==> src/rtl/cfst_pkg.sv <==
// ----------------------------------------------------------------------------
// cfst_pkg: shared types and constants for the com state feedback trajectory
// Widths, fixed-point constants, register indexes and the microprogram.
// ----------------------------------------------------------------------------
package cfst_pkg;

   localparam int DataW        = 32;
   localparam int FracBits     = 24;
   localparam int PatternTicks = 125;
   localparam int SegmentTicks = 25;
   localparam int SegCount     = (PatternTicks + SegmentTicks - 1) / SegmentTicks;
   localparam int TickW        = 7;
   localparam int SegPosW      = $clog2(SegmentTicks + 1);
   localparam int SegNumW      = $clog2(SegCount + 1);
   localparam int CrouchW      = 8;
   localparam int MagW         = 31;
   localparam int CmpW         = (TickW + 1 > CrouchW) ? TickW + 1 : CrouchW;
   localparam int IdxW         = 3;
   localparam int ProdW        = 2 * DataW - FracBits;
   localparam int AccW         = ProdW + 2;
   localparam int ProgLen      = 9;
   localparam int StepW        = $clog2(ProgLen);

   localparam logic signed [DataW-1:0] Coef005 =
      DataW'(((longint'(1) << FracBits) * 5 + 50) / 100);
   localparam logic signed [DataW-1:0] Coef0013 =
      DataW'(((longint'(1) << FracBits) * 13 + 5000) / 10000);

   localparam logic signed [DataW-1:0] GainPosReset   = 32'sd15956810;
   localparam logic signed [DataW-1:0] GainVelReset   = 32'sd32492434;
   localparam logic signed [DataW-1:0] GainAccReset   = 32'sd32819590;
   localparam logic [MagW-1:0]         AmplitudeReset = 31'd637534;
   localparam logic [MagW-1:0]         CrouchStepReset = 31'd16777;
   localparam logic [CrouchW-1:0]      CrouchTicksReset = 8'd30;
   localparam logic [MagW-1:0]         StartHeightReset = 31'd3187671;

   typedef enum logic [IdxW-1:0] {
      REG_GAIN_POSITION = 3'd0,
      REG_GAIN_VELOCITY = 3'd1,
      REG_GAIN_ACCEL    = 3'd2,
      REG_REF_AMPLITUDE = 3'd3,
      REG_CROUCH_STEP   = 3'd4,
      REG_CROUCH_TICKS  = 3'd5,
      REG_START_HEIGHT  = 3'd6
   } csr_idx_type;

   typedef enum logic [1:0] {OPA_X0, OPA_X1, OPA_X2, OPA_U} opa_type;
   typedef enum logic [2:0] {OPB_K0, OPB_K1, OPB_K2, OPB_C005, OPB_C0013} opb_type;
   typedef enum logic [2:0] {ACC_ZERO, ACC_SELF, ACC_X0, ACC_X1, ACC_X2} acc_base_type;
   typedef enum logic [2:0] {WB_NONE, WB_FB, WB_X0, WB_X1, WB_X2} wb_type;

   typedef struct packed {
      logic         mul_en;
      opa_type      opa;
      opb_type      opb;
      logic         acc_en;
      acc_base_type acc_base;
      wb_type       wb;
      logic         calc_u;
      logic         last;
   } uword_type;

   localparam uword_type UwordIdle = '0;

   // steps 0 to 7 each issue one product; steps 1 to 8 fold in the product of the step before
   function automatic uword_type ucode(input logic [StepW-1:0] step);
      uword_type w;
      w = '0;
      unique case (step)
         StepW'(0): begin
            w.mul_en = 1'b1; w.opa = OPA_X0; w.opb = OPB_K0;
         end
         StepW'(1): begin
            w.mul_en = 1'b1; w.opa = OPA_X1; w.opb = OPB_K1;
            w.acc_en = 1'b1; w.acc_base = ACC_ZERO;
         end
         StepW'(2): begin
            w.mul_en = 1'b1; w.opa = OPA_X2; w.opb = OPB_K2;
            w.acc_en = 1'b1; w.acc_base = ACC_SELF;
         end
         StepW'(3): begin
            w.mul_en = 1'b1; w.opa = OPA_X1; w.opb = OPB_C005;
            w.acc_en = 1'b1; w.acc_base = ACC_SELF; w.wb = WB_FB;
         end
         StepW'(4): begin
            w.mul_en = 1'b1; w.opa = OPA_X2; w.opb = OPB_C0013;
            w.acc_en = 1'b1; w.acc_base = ACC_X0; w.calc_u = 1'b1;
         end
         StepW'(5): begin
            w.mul_en = 1'b1; w.opa = OPA_X2; w.opb = OPB_C005;
            w.acc_en = 1'b1; w.acc_base = ACC_SELF; w.wb = WB_X0;
         end
         StepW'(6): begin
            w.mul_en = 1'b1; w.opa = OPA_U; w.opb = OPB_C0013;
            w.acc_en = 1'b1; w.acc_base = ACC_X1;
         end
         StepW'(7): begin
            w.mul_en = 1'b1; w.opa = OPA_U; w.opb = OPB_C005;
            w.acc_en = 1'b1; w.acc_base = ACC_SELF; w.wb = WB_X1;
         end
         StepW'(8): begin
            w.acc_en = 1'b1; w.acc_base = ACC_X2; w.wb = WB_X2; w.last = 1'b1;
         end
         default: begin
            w.last = 1'b1;
         end
      endcase
      return w;
   endfunction

   // clamp a wide signed value to the data word
   function automatic logic signed [DataW-1:0] sat_word(input logic signed [AccW-1:0] v);
      logic in_range;
      in_range = (&v[AccW-1:DataW-1]) || !(|v[AccW-1:DataW-1]);
      if (in_range) begin
         return v[DataW-1:0];
      end
      return {v[AccW-1], {(DataW-1){~v[AccW-1]}}};
   endfunction

endpackage

==> src/rtl/cfst_req_if.sv <==
// ----------------------------------------------------------------------------
// cfst_req_if: tick channel
// Valid/ready handshake carrying one control tick per word.
// ----------------------------------------------------------------------------
interface cfst_req_if;
   logic valid;
   logic ready;
   logic tick;

   modport source (output valid, output tick, input ready);
   modport sink   (input valid, input tick, output ready);
endinterface

==> src/rtl/cfst_rsp_if.sv <==
// ----------------------------------------------------------------------------
// cfst_rsp_if: trajectory result channel
// Valid/ready handshake carrying position, height, phase and pattern index.
// ----------------------------------------------------------------------------
interface cfst_rsp_if;
   logic               valid;
   logic               ready;
   logic signed [31:0] com_forward;
   logic signed [31:0] com_height;
   logic               walking;
   logic [6:0]         pattern_index;

   modport source (output valid, output com_forward, output com_height,
                   output walking, output pattern_index, input ready);
   modport sink   (input valid, input com_forward, input com_height,
                   input walking, input pattern_index, output ready);
endinterface

==> src/rtl/com_state_feedback_trajectory.sv <==
// ----------------------------------------------------------------------------
// com_state_feedback_trajectory: centre-of-mass trajectory generator
// Crouch phase followed by a state-feedback tracking loop on a three-state
// plant, in signed Q8.24 with saturation.
// ----------------------------------------------------------------------------
// One tick word is taken at a time. A zero tick or a crouch tick gives its
// result in the cycle after acceptance. A walk tick runs a 9-step
// microprogram on one shared rounding multiplier and accumulator (fb = K.x,
// u = ref - fb, then the three new states) before its result is offered.
// Registers are to be written through the csr port only while no word is in
// flight; the block itself does not enforce this. Writing the start height
// also reloads the held height.
module com_state_feedback_trajectory (
   input  logic                          clock,
   input  logic                          reset,
   cfst_req_if.sink                      req_ch,
   cfst_rsp_if.source                    rsp_ch,
   input  logic                          csr_we,
   input  logic [cfst_pkg::IdxW-1:0]     csr_index,
   input  logic [cfst_pkg::DataW-1:0]    csr_wdata
);

   typedef enum logic [2:0] {
      ST_IDLE = 3'b001,
      ST_RUN  = 3'b010,
      ST_OUT  = 3'b100
   } state_type;

   state_type                              state_ff, state_in;
   logic [cfst_pkg::StepW-1:0]             step_ff, step_in;
   logic signed [cfst_pkg::DataW-1:0]      height_ff, height_in;
   logic [cfst_pkg::TickW-1:0]             tick_ff, tick_in;
   logic [cfst_pkg::SegPosW-1:0]           seg_pos_ff, seg_pos_in;
   logic [cfst_pkg::SegNumW-1:0]           seg_num_ff, seg_num_in;
   logic                                   walk_ff, walk_in;

   logic signed [cfst_pkg::DataW-1:0]      gain_k0_ff, gain_k1_ff, gain_k2_ff;
   logic [cfst_pkg::MagW-1:0]              amp_ff, crouch_step_ff;
   logic [cfst_pkg::CrouchW-1:0]           crouch_ticks_ff;

   cfst_pkg::uword_type                    uword;
   logic signed [cfst_pkg::DataW-1:0]      ref_value, amp_word, x0;
   logic signed [cfst_pkg::DataW:0]        height_diff;
   logic                                   req_fire, advance;

   // counter values after one tick
   logic [cfst_pkg::CmpW-1:0]              tick_inc;
   logic [cfst_pkg::TickW-1:0]             adv_tick;
   logic [cfst_pkg::SegPosW-1:0]           adv_seg_pos;
   logic [cfst_pkg::SegNumW-1:0]           adv_seg_num;
   logic                                   adv_walk;

   assign req_fire = req_ch.valid && req_ch.ready;
   assign uword    = (state_ff == ST_RUN) ? cfst_pkg::ucode(step_ff) : cfst_pkg::UwordIdle;

   assign amp_word  = signed'({1'b0, amp_ff});
   assign ref_value = (seg_num_ff == '0) ? '0 : (seg_num_ff[0] ? amp_word : -amp_word);

   assign height_diff = (cfst_pkg::DataW+1)'(height_ff)
                        - (cfst_pkg::DataW+1)'(signed'({1'b0, crouch_step_ff}));

   always_comb begin
      tick_inc    = cfst_pkg::CmpW'(tick_ff) + cfst_pkg::CmpW'(1);
      adv_tick    = tick_inc[cfst_pkg::TickW-1:0];
      adv_walk    = walk_ff;
      if (seg_pos_ff == cfst_pkg::SegPosW'(cfst_pkg::SegmentTicks - 1)) begin
         adv_seg_pos = '0;
         adv_seg_num = seg_num_ff + cfst_pkg::SegNumW'(1);
      end else begin
         adv_seg_pos = seg_pos_ff + cfst_pkg::SegPosW'(1);
         adv_seg_num = seg_num_ff;
      end
      // crouch ends on a match; the pattern wrap applies in both phases
      if (!walk_ff && tick_inc == cfst_pkg::CmpW'(crouch_ticks_ff)) begin
         adv_walk    = 1'b1;
         adv_tick    = '0;
         adv_seg_pos = '0;
         adv_seg_num = '0;
      end
      if (tick_inc >= cfst_pkg::CmpW'(cfst_pkg::PatternTicks)) begin
         adv_tick    = '0;
         adv_seg_pos = '0;
         adv_seg_num = '0;
      end
   end

   always_comb begin
      state_in  = state_ff;
      step_in   = step_ff;
      height_in = height_ff;
      advance   = 1'b0;
      unique case (state_ff)
         ST_IDLE: begin
            if (req_fire) begin
               if (!req_ch.tick) begin
                  state_in = ST_OUT;
               end else if (!walk_ff) begin
                  height_in = cfst_pkg::sat_word(cfst_pkg::AccW'(height_diff));
                  advance   = 1'b1;
                  state_in  = ST_OUT;
               end else begin
                  step_in  = '0;
                  state_in = ST_RUN;
               end
            end
         end
         ST_RUN: begin
            step_in = step_ff + cfst_pkg::StepW'(1);
            if (uword.last) begin
               advance  = 1'b1;
               state_in = ST_OUT;
            end
         end
         ST_OUT: begin
            if (rsp_ch.ready) begin
               state_in = ST_IDLE;
            end
         end
         default: state_in = ST_IDLE;
      endcase
      if (csr_we && csr_index == cfst_pkg::REG_START_HEIGHT) begin
         height_in = signed'({1'b0, csr_wdata[cfst_pkg::MagW-1:0]});
      end
   end

   assign tick_in    = advance ? adv_tick    : tick_ff;
   assign seg_pos_in = advance ? adv_seg_pos : seg_pos_ff;
   assign seg_num_in = advance ? adv_seg_num : seg_num_ff;
   assign walk_in    = advance ? adv_walk    : walk_ff;

   always_ff @(posedge clock) begin
      if (reset) begin
         state_ff   <= ST_IDLE;
         step_ff    <= '0;
         height_ff  <= signed'({1'b0, cfst_pkg::StartHeightReset});
         tick_ff    <= '0;
         seg_pos_ff <= '0;
         seg_num_ff <= '0;
         walk_ff    <= 1'b0;
      end else begin
         state_ff   <= state_in;
         step_ff    <= step_in;
         height_ff  <= height_in;
         tick_ff    <= tick_in;
         seg_pos_ff <= seg_pos_in;
         seg_num_ff <= seg_num_in;
         walk_ff    <= walk_in;
      end
   end

   always_ff @(posedge clock) begin
      if (reset) begin
         gain_k0_ff      <= cfst_pkg::GainPosReset;
         gain_k1_ff      <= cfst_pkg::GainVelReset;
         gain_k2_ff      <= cfst_pkg::GainAccReset;
         amp_ff          <= cfst_pkg::AmplitudeReset;
         crouch_step_ff  <= cfst_pkg::CrouchStepReset;
         crouch_ticks_ff <= cfst_pkg::CrouchTicksReset;
      end else if (csr_we) begin
         unique case (csr_index)
            cfst_pkg::REG_GAIN_POSITION: gain_k0_ff <= csr_wdata;
            cfst_pkg::REG_GAIN_VELOCITY: gain_k1_ff <= csr_wdata;
            cfst_pkg::REG_GAIN_ACCEL:    gain_k2_ff <= csr_wdata;
            cfst_pkg::REG_REF_AMPLITUDE: amp_ff <= csr_wdata[cfst_pkg::MagW-1:0];
            cfst_pkg::REG_CROUCH_STEP:   crouch_step_ff <= csr_wdata[cfst_pkg::MagW-1:0];
            cfst_pkg::REG_CROUCH_TICKS:  crouch_ticks_ff <= csr_wdata[cfst_pkg::CrouchW-1:0];
            default: ;
         endcase
      end
   end

   cfst_datapath u_datapath (
      .clock     (clock),
      .reset     (reset),
      .uword     (uword),
      .gain_k0   (gain_k0_ff),
      .gain_k1   (gain_k1_ff),
      .gain_k2   (gain_k2_ff),
      .ref_value (ref_value),
      .x0        (x0)
   );

   assign req_ch.ready         = (state_ff == ST_IDLE);
   assign rsp_ch.valid         = (state_ff == ST_OUT);
   assign rsp_ch.com_forward   = x0;
   assign rsp_ch.com_height    = height_ff;
   assign rsp_ch.walking       = walk_ff;
   assign rsp_ch.pattern_index = tick_ff;

endmodule

==> src/rtl/cfst_datapath.sv <==
// ----------------------------------------------------------------------------
// cfst_datapath: shared multiply-accumulate datapath
// One rounding multiplier, an accumulator and the plant state, driven by
// the control word of the current microprogram step.
// ----------------------------------------------------------------------------
module cfst_datapath (
   input  logic                                clock,
   input  logic                                reset,
   input  cfst_pkg::uword_type                 uword,
   input  logic signed [cfst_pkg::DataW-1:0]   gain_k0,
   input  logic signed [cfst_pkg::DataW-1:0]   gain_k1,
   input  logic signed [cfst_pkg::DataW-1:0]   gain_k2,
   input  logic signed [cfst_pkg::DataW-1:0]   ref_value,
   output logic signed [cfst_pkg::DataW-1:0]   x0
);

   localparam int PW = 2 * cfst_pkg::DataW;
   localparam logic signed [PW-1:0] RoundHalf = PW'(64'sd1 <<< (cfst_pkg::FracBits - 1));

   logic signed [cfst_pkg::DataW-1:0] x0_ff, x0_in, x1_ff, x1_in, x2_ff, x2_in;
   logic signed [cfst_pkg::DataW-1:0] fb_ff, fb_in, u_ff, u_in;
   logic signed [cfst_pkg::ProdW-1:0] p_ff, p_in;
   logic signed [cfst_pkg::AccW-1:0]  acc_ff, acc_in, acc_base;
   logic signed [cfst_pkg::DataW-1:0] opa, opb, acc_sat;
   logic signed [PW-1:0]              prod;
   logic signed [cfst_pkg::DataW:0]   u_diff;

   always_comb begin
      unique case (uword.opa)
         cfst_pkg::OPA_X0: opa = x0_ff;
         cfst_pkg::OPA_X1: opa = x1_ff;
         cfst_pkg::OPA_X2: opa = x2_ff;
         cfst_pkg::OPA_U:  opa = u_ff;
         default:          opa = x0_ff;
      endcase
      unique case (uword.opb)
         cfst_pkg::OPB_K0:    opb = gain_k0;
         cfst_pkg::OPB_K1:    opb = gain_k1;
         cfst_pkg::OPB_K2:    opb = gain_k2;
         cfst_pkg::OPB_C005:  opb = cfst_pkg::Coef005;
         cfst_pkg::OPB_C0013: opb = cfst_pkg::Coef0013;
         default:             opb = gain_k0;
      endcase
   end

   // rounded product, ties toward plus infinity
   assign prod = PW'(opa) * PW'(opb) + RoundHalf;
   assign p_in = uword.mul_en ? prod[PW-1:cfst_pkg::FracBits] : p_ff;

   always_comb begin
      unique case (uword.acc_base)
         cfst_pkg::ACC_ZERO: acc_base = '0;
         cfst_pkg::ACC_SELF: acc_base = acc_ff;
         cfst_pkg::ACC_X0:   acc_base = cfst_pkg::AccW'(x0_ff);
         cfst_pkg::ACC_X1:   acc_base = cfst_pkg::AccW'(x1_ff);
         cfst_pkg::ACC_X2:   acc_base = cfst_pkg::AccW'(x2_ff);
         default:            acc_base = '0;
      endcase
   end

   assign acc_in  = uword.acc_en ? acc_base + cfst_pkg::AccW'(p_ff) : acc_ff;
   assign acc_sat = cfst_pkg::sat_word(acc_in);

   assign u_diff = (cfst_pkg::DataW+1)'(ref_value) - (cfst_pkg::DataW+1)'(fb_ff);
   assign u_in   = uword.calc_u ? cfst_pkg::sat_word(cfst_pkg::AccW'(u_diff)) : u_ff;

   always_comb begin
      fb_in = fb_ff;
      x0_in = x0_ff;
      x1_in = x1_ff;
      x2_in = x2_ff;
      unique case (uword.wb)
         cfst_pkg::WB_NONE: ;
         cfst_pkg::WB_FB:   fb_in = acc_sat;
         cfst_pkg::WB_X0:   x0_in = acc_sat;
         cfst_pkg::WB_X1:   x1_in = acc_sat;
         cfst_pkg::WB_X2:   x2_in = acc_sat;
         default: ;
      endcase
   end

   always_ff @(posedge clock) begin
      if (reset) begin
         x0_ff <= '0;
         x1_ff <= '0;
         x2_ff <= '0;
      end else begin
         x0_ff <= x0_in;
         x1_ff <= x1_in;
         x2_ff <= x2_in;
      end
   end

   always_ff @(posedge clock) begin
      fb_ff  <= fb_in;
      u_ff   <= u_in;
      p_ff   <= p_in;
      acc_ff <= acc_in;
   end

   assign x0 = x0_ff;

endmodule

==> src/flat_wrapper.sv <==
// flat-port wrapper written by rule: the top's interface ports become plain ports
module com_state_feedback_trajectory_flat 
  (clock, reset, csr_we, csr_index, csr_wdata, req_ch_valid, req_ch_tick, req_ch_ready, rsp_ch_valid, rsp_ch_com_forward, rsp_ch_com_height, rsp_ch_walking, rsp_ch_pattern_index, rsp_ch_ready);
  cfst_req_if req_ch_i ();
  cfst_rsp_if rsp_ch_i ();
  input  logic clock;
  input  logic reset;
  input  logic csr_we;
  input  logic [cfst_pkg::IdxW-1:0] csr_index;
  input  logic [cfst_pkg::DataW-1:0] csr_wdata;
  input wire logic [$bits(req_ch_i.valid)-1:0] req_ch_valid;
  input wire logic [$bits(req_ch_i.tick)-1:0] req_ch_tick;
  output wire logic [$bits(req_ch_i.ready)-1:0] req_ch_ready;
  output wire logic [$bits(rsp_ch_i.valid)-1:0] rsp_ch_valid;
  output wire logic [$bits(rsp_ch_i.com_forward)-1:0] rsp_ch_com_forward;
  output wire logic [$bits(rsp_ch_i.com_height)-1:0] rsp_ch_com_height;
  output wire logic [$bits(rsp_ch_i.walking)-1:0] rsp_ch_walking;
  output wire logic [$bits(rsp_ch_i.pattern_index)-1:0] rsp_ch_pattern_index;
  input wire logic [$bits(rsp_ch_i.ready)-1:0] rsp_ch_ready;
  assign req_ch_i.valid = req_ch_valid;
  assign req_ch_i.tick = req_ch_tick;
  assign req_ch_ready = req_ch_i.ready;
  assign rsp_ch_valid = rsp_ch_i.valid;
  assign rsp_ch_com_forward = rsp_ch_i.com_forward;
  assign rsp_ch_com_height = rsp_ch_i.com_height;
  assign rsp_ch_walking = rsp_ch_i.walking;
  assign rsp_ch_pattern_index = rsp_ch_i.pattern_index;
  assign rsp_ch_i.ready = rsp_ch_ready;
  com_state_feedback_trajectory u_core (.clock(clock), .reset(reset), .req_ch(req_ch_i), .rsp_ch(rsp_ch_i), .csr_we(csr_we), .csr_index(csr_index), .csr_wdata(csr_wdata));
endmodule
==> config.mk <==
export PLATFORM = sky130hd
export DESIGN_NAME = com_state_feedback_trajectory_flat
export DESIGN_NICKNAME = d
export VERILOG_FILES = /design/src/rtl/cfst_pkg.sv /design/src/rtl/cfst_req_if.sv /design/src/rtl/cfst_rsp_if.sv /design/src/rtl/com_state_feedback_trajectory.sv /design/src/rtl/cfst_datapath.sv /design/src/flat_wrapper.sv
export SDC_FILE = /design/constraint.sdc
export NUM_CORES = 2
export LEC_CHECK = 0
export ABC_AREA = 1
export BUFFER_PORTS_ARGS = -buffer_cell sky130_fd_sc_hd__buf_2
export CAP_MARGIN = 25
export CELL_PAD_IN_SITES_DETAIL_PLACEMENT = 2
export CELL_PAD_IN_SITES_GLOBAL_PLACEMENT = 2
export CORE_MARGIN = 2
export CORE_UTILIZATION = 36
export CTS_CLUSTER_SIZE = 20
export DETAILED_ROUTE_END_ITERATION = 6
export GPL_ROUTABILITY_DRIVEN = 1
export GPL_TIMING_DRIVEN = 0
export PLACE_DENSITY = 0.81
export SLEW_MARGIN = 20
export SYNTH_ARGS = -nofsm -noshare
export SYNTH_HDL_FRONTEND = slang
export SYNTH_SLANG_ARGS = --single-unit
==> constraint.sdc <==
create_clock -name clock -period 8.9 [get_ports clock]
set_input_delay 1.78 -clock clock [delete_from_list [all_inputs] [get_ports clock]]
set_output_delay 1.78 -clock clock [all_outputs]
set_load 0.01 [all_outputs]
==> impl_results.md, run 1 <==
- Outcome: stopped before the end
- Halt Stage: 5_1_grt
- First Err: [ERROR GRT-0232] Routing congestion too high. Check the congestion heatmap in the GUI.
- Max Root-Sink Buffers: 3
- Largest area contributor in the netlist: fa_1
- Synthesized area per cell: 7.786 µm²
- FFs w/ async S/R, synth: 0
- # IOs: 115
- Cts hold-fix bufs: 0
- Synth Register Bits: 463
- Synth top area cells: fa_1 (35%), dfxtp_1 (11%), inv_1 (10%), nand2_1 (8.9%), nor2_1 (5.9%)
- Number of synthesized flops with an enable pin: 104
- DIE WIDTH: 422.1 µm
- GRT overflow: 61
- GPL Wtd Cong: 1.032
- Overall Global Routing Usage: 0.6934
- Synth warn: 0
- Unique masters post-synth: 59
- Initial antenna violation count: 95
- Worst EP post-GRT repair: u_core.u_datapath.p_ff[26]$_DFFE_PP_/D
- # rows: 153
- Hpwl dp: 267.6 mm
- Most frequent cell after synthesis: inv_1
- Largest net degree at the start of global routing: 32
- Clk sink count: 463
- Starting Density: 0.3620
- Syn nets: 9500
- Die span in y: 422.1 µm
- Buffers on Ports: 113
- Placed cell area: 67100 µm²
- Root Buffer: clkbuf_16
- H-tree Lvls: 2
- Synth Cell Area: 62920 µm²
- Clock buffer count from CTS: 54
- Cells after Synth: 8081
- WEP type: register data pin
- Synth top area share: 0.3452
- Top post-synthesis cells by count: inv_1 (1729), nand2_1 (1484), fa_1 (1085), nor2_1 (990), a21oi_1 (467)
- Ys flop type: dfxtp_1
- Sequential area share after synthesis: 0.1639
[through the flow]
stage,utilization,std cells,worst slack (ps)
after CTS,0.4363,10960,-25.52
after detailed placement,0.3860,10550,-3128
after global placement,0.3820,10520,-3672
after floorplan,-,8081,59.30
[kinds of logic after synthesis]
family | share of synthesized area
DFF | 0.1639
xor gates and xnor gates | 0.01823
AOI/OAI and AO/OA | 0.1048
and+or+nand+nor | 0.1837
adders and majority gates | 0.4035
buffers and inverters | 0.1259
[layer usage]
| metal | overflow | global-route usage |
|---|---|---|
| met1 | 0 | 0.6742 |
| met2 | 21 | 0.8521 |
| met3 | 0 | 0.5568 |
| met4 | 40 | 0.6993 |
| met5 | 0 | 0.3524 |
[repair_timing]
item                                    4_1_cts
pin swaps                                   200
gates resized for setup                     955
gates cloned                                  6
buffers inserted                            309
endpoints found under the setup margin       40
endpoints found under the hold margin         0
==> run 2: changes to the inputs <==
--- a/config.mk
+++ b/config.mk
@@ -8,15 +8,12 @@
 export ABC_AREA = 1
 export BUFFER_PORTS_ARGS = -buffer_cell sky130_fd_sc_hd__buf_2
 export CAP_MARGIN = 25
-export CELL_PAD_IN_SITES_DETAIL_PLACEMENT = 2
-export CELL_PAD_IN_SITES_GLOBAL_PLACEMENT = 2
 export CORE_MARGIN = 2
-export CORE_UTILIZATION = 36
-export CTS_CLUSTER_SIZE = 20
+export CORE_UTILIZATION = 40
 export DETAILED_ROUTE_END_ITERATION = 6
 export GPL_ROUTABILITY_DRIVEN = 1
 export GPL_TIMING_DRIVEN = 0
-export PLACE_DENSITY = 0.81
+export PLACE_DENSITY_LB_ADDON = 0.15
 export SLEW_MARGIN = 20
 export SYNTH_ARGS = -nofsm -noshare
 export SYNTH_HDL_FRONTEND = slang
==> constraint.sdc (replaced) <==
create_clock -name clock -period 11.55 [get_ports clock]
set_input_delay 2.31 -clock clock [delete_from_list [all_inputs] [get_ports clock]]
set_output_delay 2.31 -clock clock [all_outputs]
set_load 0.01 [all_outputs]
==> run 2 against run 1 <==
  * The flow now finishes without violations
  * Synthesized cell count unchanged
  * Area after synthesis unchanged
==> impl_results.md, run 2 <==
- Outcome: finished clean (was stopped before the end)
- Cells after Synth: 8081 (unchanged)
- Switching Share: 0.3189
- Synth warn: 0 (unchanged)
- Syn nets: 9500 (unchanged)
- Most common cell on crit path: fa_1
- FF-to-FF path depth: 34
- Worst path slowest cell: clkbuf_1
- Largest net degree at the start of global routing: 30
- HP Class: reg -> reg
- Via Count: 56.39k
- Die footprint: 160500 µm²
- Startpoint Class: register
- Ys flop type: dfxtp_1 (unchanged)
- Overall Global Routing Usage: 0.3441
- Hold Path Origin: u_core.gain_k1_ff[12]$_SDFFE_PP0P_
- Drt pass-1 iters: 6
- Clk sink count: 463 (unchanged)
- Sw power: 1.447 mW
- Synthesized area per cell: 7.786 µm² (unchanged)
- Max-slew headroom: 0.1938
- Die span in y: 400.6 µm (was 422.1 µm)
- Final worst slack: 258.4 ps
- Reg2Reg Setup Slack: 260 ps
- DIE WIDTH: 400.6 µm (was 422.1 µm)
- Final nets: 9716
- DP Worst Slack: 16.78 ps (was -3128 ps)
- Hpwl dp: 233.1 mm (was 267.6 mm)
- Pwr Density: 65.77 nW/µm²
- # DRC: 0
- CP bufs+invs: 9
- Initial antenna violation count: 14
- Fmax: 0.08856 GHz
- CP arrival: 11740 ps
- Critical path peak fanout: 10
- Synth top area cells: fa_1 (35%), dfxtp_1 (11%), inv_1 (10%), nand2_1 (8.9%), nor2_1 (5.9%) (unchanged)
- Largest area contributor in the netlist: fa_1 (unchanged)
- Vias in the first global route: 56.50k
- CTS tree: built
- Combinational Power Share: 0.188
- Commonest non-fill, non-tap cell in the layout: inv_1
- Worst-margin pin slew: 1209 ps
- CORE AREA: 156200 µm²
- DR iter-0 viols: 5649
- Routed Antenna Nets: 0
- Synth Register Bits: 463 (unchanged)
- DR WL/cell: 26.71 µm
- Number of synthesized flops with an enable pin: 104 (unchanged)
- FFs w/ async S/R, synth: 0 (unchanged)
- Max Root-Sink Buffers: 3 (unchanged)
- RSZ-0062 raised after global routing: no
- Registers with the most flip-flops: u_core.u_datapath.acc_ff (42), u_core.u_datapath.p_ff (40)
- Top post-synthesis cells by count: inv_1 (1729), nand2_1 (1484), fa_1 (1085), nor2_1 (990), a21oi_1 (467) (unchanged)
- Routed vias/inst: 5.418
- Final instance area: 68980 µm²
- # setup viols final: 0
- Most frequent cell after synthesis: inv_1 (unchanged)
- Fin. max-slew vios: 0
- Clock latency on the worst-skew pair: 680 ps
- Clock buffer count from CTS: 57 (was 54)
- Syn-to-layout area delta: 9.622%
- Family with the most delay on the worst path: adder cells
- Final hold vios: 0
- Crit path time final: 11290 ps
- Worst vdd ir: 0.08403 mV
- Clock-pin slew of the registers on the worst-case setup and hold paths: 60 ps
- GRT overflow: 0
- WHS Path Cells: 2
- Placed cell area: 66840 µm² (was 67100 µm²)
- Fillers: 16.11k
- First-pass GRT wire length: 397.7 mm
- Synth top area share: 0.3452 (unchanged)
- Unique masters post-synth: 59 (unchanged)
- Cell-internal power: 3.090 mW
- Most frequent cells in the layout: inv_1 (1728), nand2_1 (1484), fa_1 (1084), nor2_1 (986), a21oi_1 (449)
- Critical path required time: 12000 ps
- Critical R2R Capture: u_core.u_datapath.p_ff[34]$_DFFE_PP_
- CP peak stage delay: 850 ps
- Reg power frac: 0.382
- Setup crit end kind: register
- Pleak: 34.42 nW
- Sequential area share after synthesis: 0.1639 (unchanged)
- Max reg flops: 42
- Cts hold-fix bufs: 0 (unchanged)
- H-tree Lvls: 2 (unchanged)
- GPL Wtd Cong: 1.027 (was 1.032)
- Starting Density: 0.4028 (was 0.3620)
- Period utilization: 0.9776
- Worst r2r src: u_core.step_ff[0]$_SDFFE_PP0P_
- Final setup TNS: 0 ps
- Max_cap viols: 0
- Worst clock skew: 52.06 ps
- Share of post-route cells with drive strength above 1: 0.05777
- Root Buffer: clkbuf_16 (unchanged)
- Clk network pwr share: 0.430
- # IOs: 115 (unchanged)
- Worst Hold End: u_core.gain_k1_ff[12]$_SDFFE_PP0P_
- Crit Path Category: reg -> reg
- Largest register by flop count: u_core.u_datapath.acc_ff
- Synth Cell Area: 62920 µm² (unchanged)
- # rows: 145 (was 153)
- Buffers on Ports: 113 (unchanged)
- Final WL: 278.0 mm
==> run 2: routing by layer <==
metal	vias up	global-route usage	wire, µm
met2	2577	0.5324	121800
met5	-	0	83
met1	28170	0.4648	115600
met3	534	0.06751	25080
met4	12	0.1593	15430
li1	25100	-	-
==> run 2: repair_timing <==
action	in CTS	in global routing
cloned	0	0
buffers inserted	0	3
endpoints found under the setup margin	4	17
resized for setup	1	9
==> run 2: worst max path at each step <==
stage                                   start                              endpoint  cells past startpoint
3_3_place_gp   u_core.step_ff[0]$_SDFFE_PP0P_  u_core.u_datapath.p_ff[34]$_DFFE_PP_                     36
2_1_floorplan  u_core.step_ff[0]$_SDFFE_PP0P_  u_core.u_datapath.p_ff[39]$_DFFE_PP_                     34
3_5_place_dp   u_core.step_ff[0]$_SDFFE_PP0P_  u_core.u_datapath.p_ff[26]$_DFFE_PP_                     36
4_1_cts        u_core.step_ff[0]$_SDFFE_PP0P_  u_core.u_datapath.p_ff[26]$_DFFE_PP_                     40
6_report       u_core.step_ff[0]$_SDFFE_PP0P_  u_core.u_datapath.p_ff[34]$_DFFE_PP_                     34
5_1_grt        u_core.step_ff[0]$_SDFFE_PP0P_  u_core.u_datapath.p_ff[34]$_DFFE_PP_                     37
==> run 2: area by class of cell <==
type	instances	area [µm²]	area share
clock buffer	80	1668	0.02418
clock inverter	26	361.6	0.005242
tap	2058	2575	0.03733
sequential	463	10310	0.1495
antenna	6	15.01	0.0002177
multi-input combinational	5548	44920	0.6513
inverter	1762	6618	0.09594
buffer	305	1319	0.01912
timing repair buffer	160	1186	0.01720
==> run 2: tightest hold or removal path: stages (launching register included) <==
cell,delay [ps]
dfxtp_1,300
inv_1,60
a21oi_1,50
==> run 2: cell families (layout without fill, tap and decap cells) <==
group	after synthesis	after routing	synth area share
adder cells (fa/ha/maj)	1378	1378	0.4035
buffers and inverters	2070	2333	0.1259
AO/OA/AOI/OAI	1156	1156	0.1048
AND/OR/NAND/NOR	2883	2883	0.1837
other	0	6	0
XOR/XNOR	131	131	0.01823
flip-flops	463	463	0.1639
==> run 2: metrics by stage <==
step | power (mW) | util | hold slack (ps) | std cells
4_1_cts | 4.525 | 0.4408 | 454.7 | 10400
6_report | 4.536 | 0.4416 | 453.9 | 10410
2_1_floorplan | 2.254 | - | 429.2 | 8081
5_1_grt | 4.689 | 0.4415 | 474.9 | 10400
3_3_place_gp | 2.577 | 0.4229 | 441.4 | 10250
3_5_place_dp | 2.588 | 0.4279 | 443.3 | 10290
==> run 2: power by group through the flow <==
stage | clock, mW | sequential (mW) | combinational, mW
5_1_grt | 2.04 | 1.74 | 0.913
3_3_place_gp | 0 | 1.77 | 0.811
2_1_floorplan | 0 | 1.76 | 0.491
6_report | 1.95 | 1.73 | 0.854
4_1_cts | 1.97 | 1.73 | 0.825
3_5_place_dp | 0 | 1.77 | 0.820
Power figures use the tool's default switching activity.
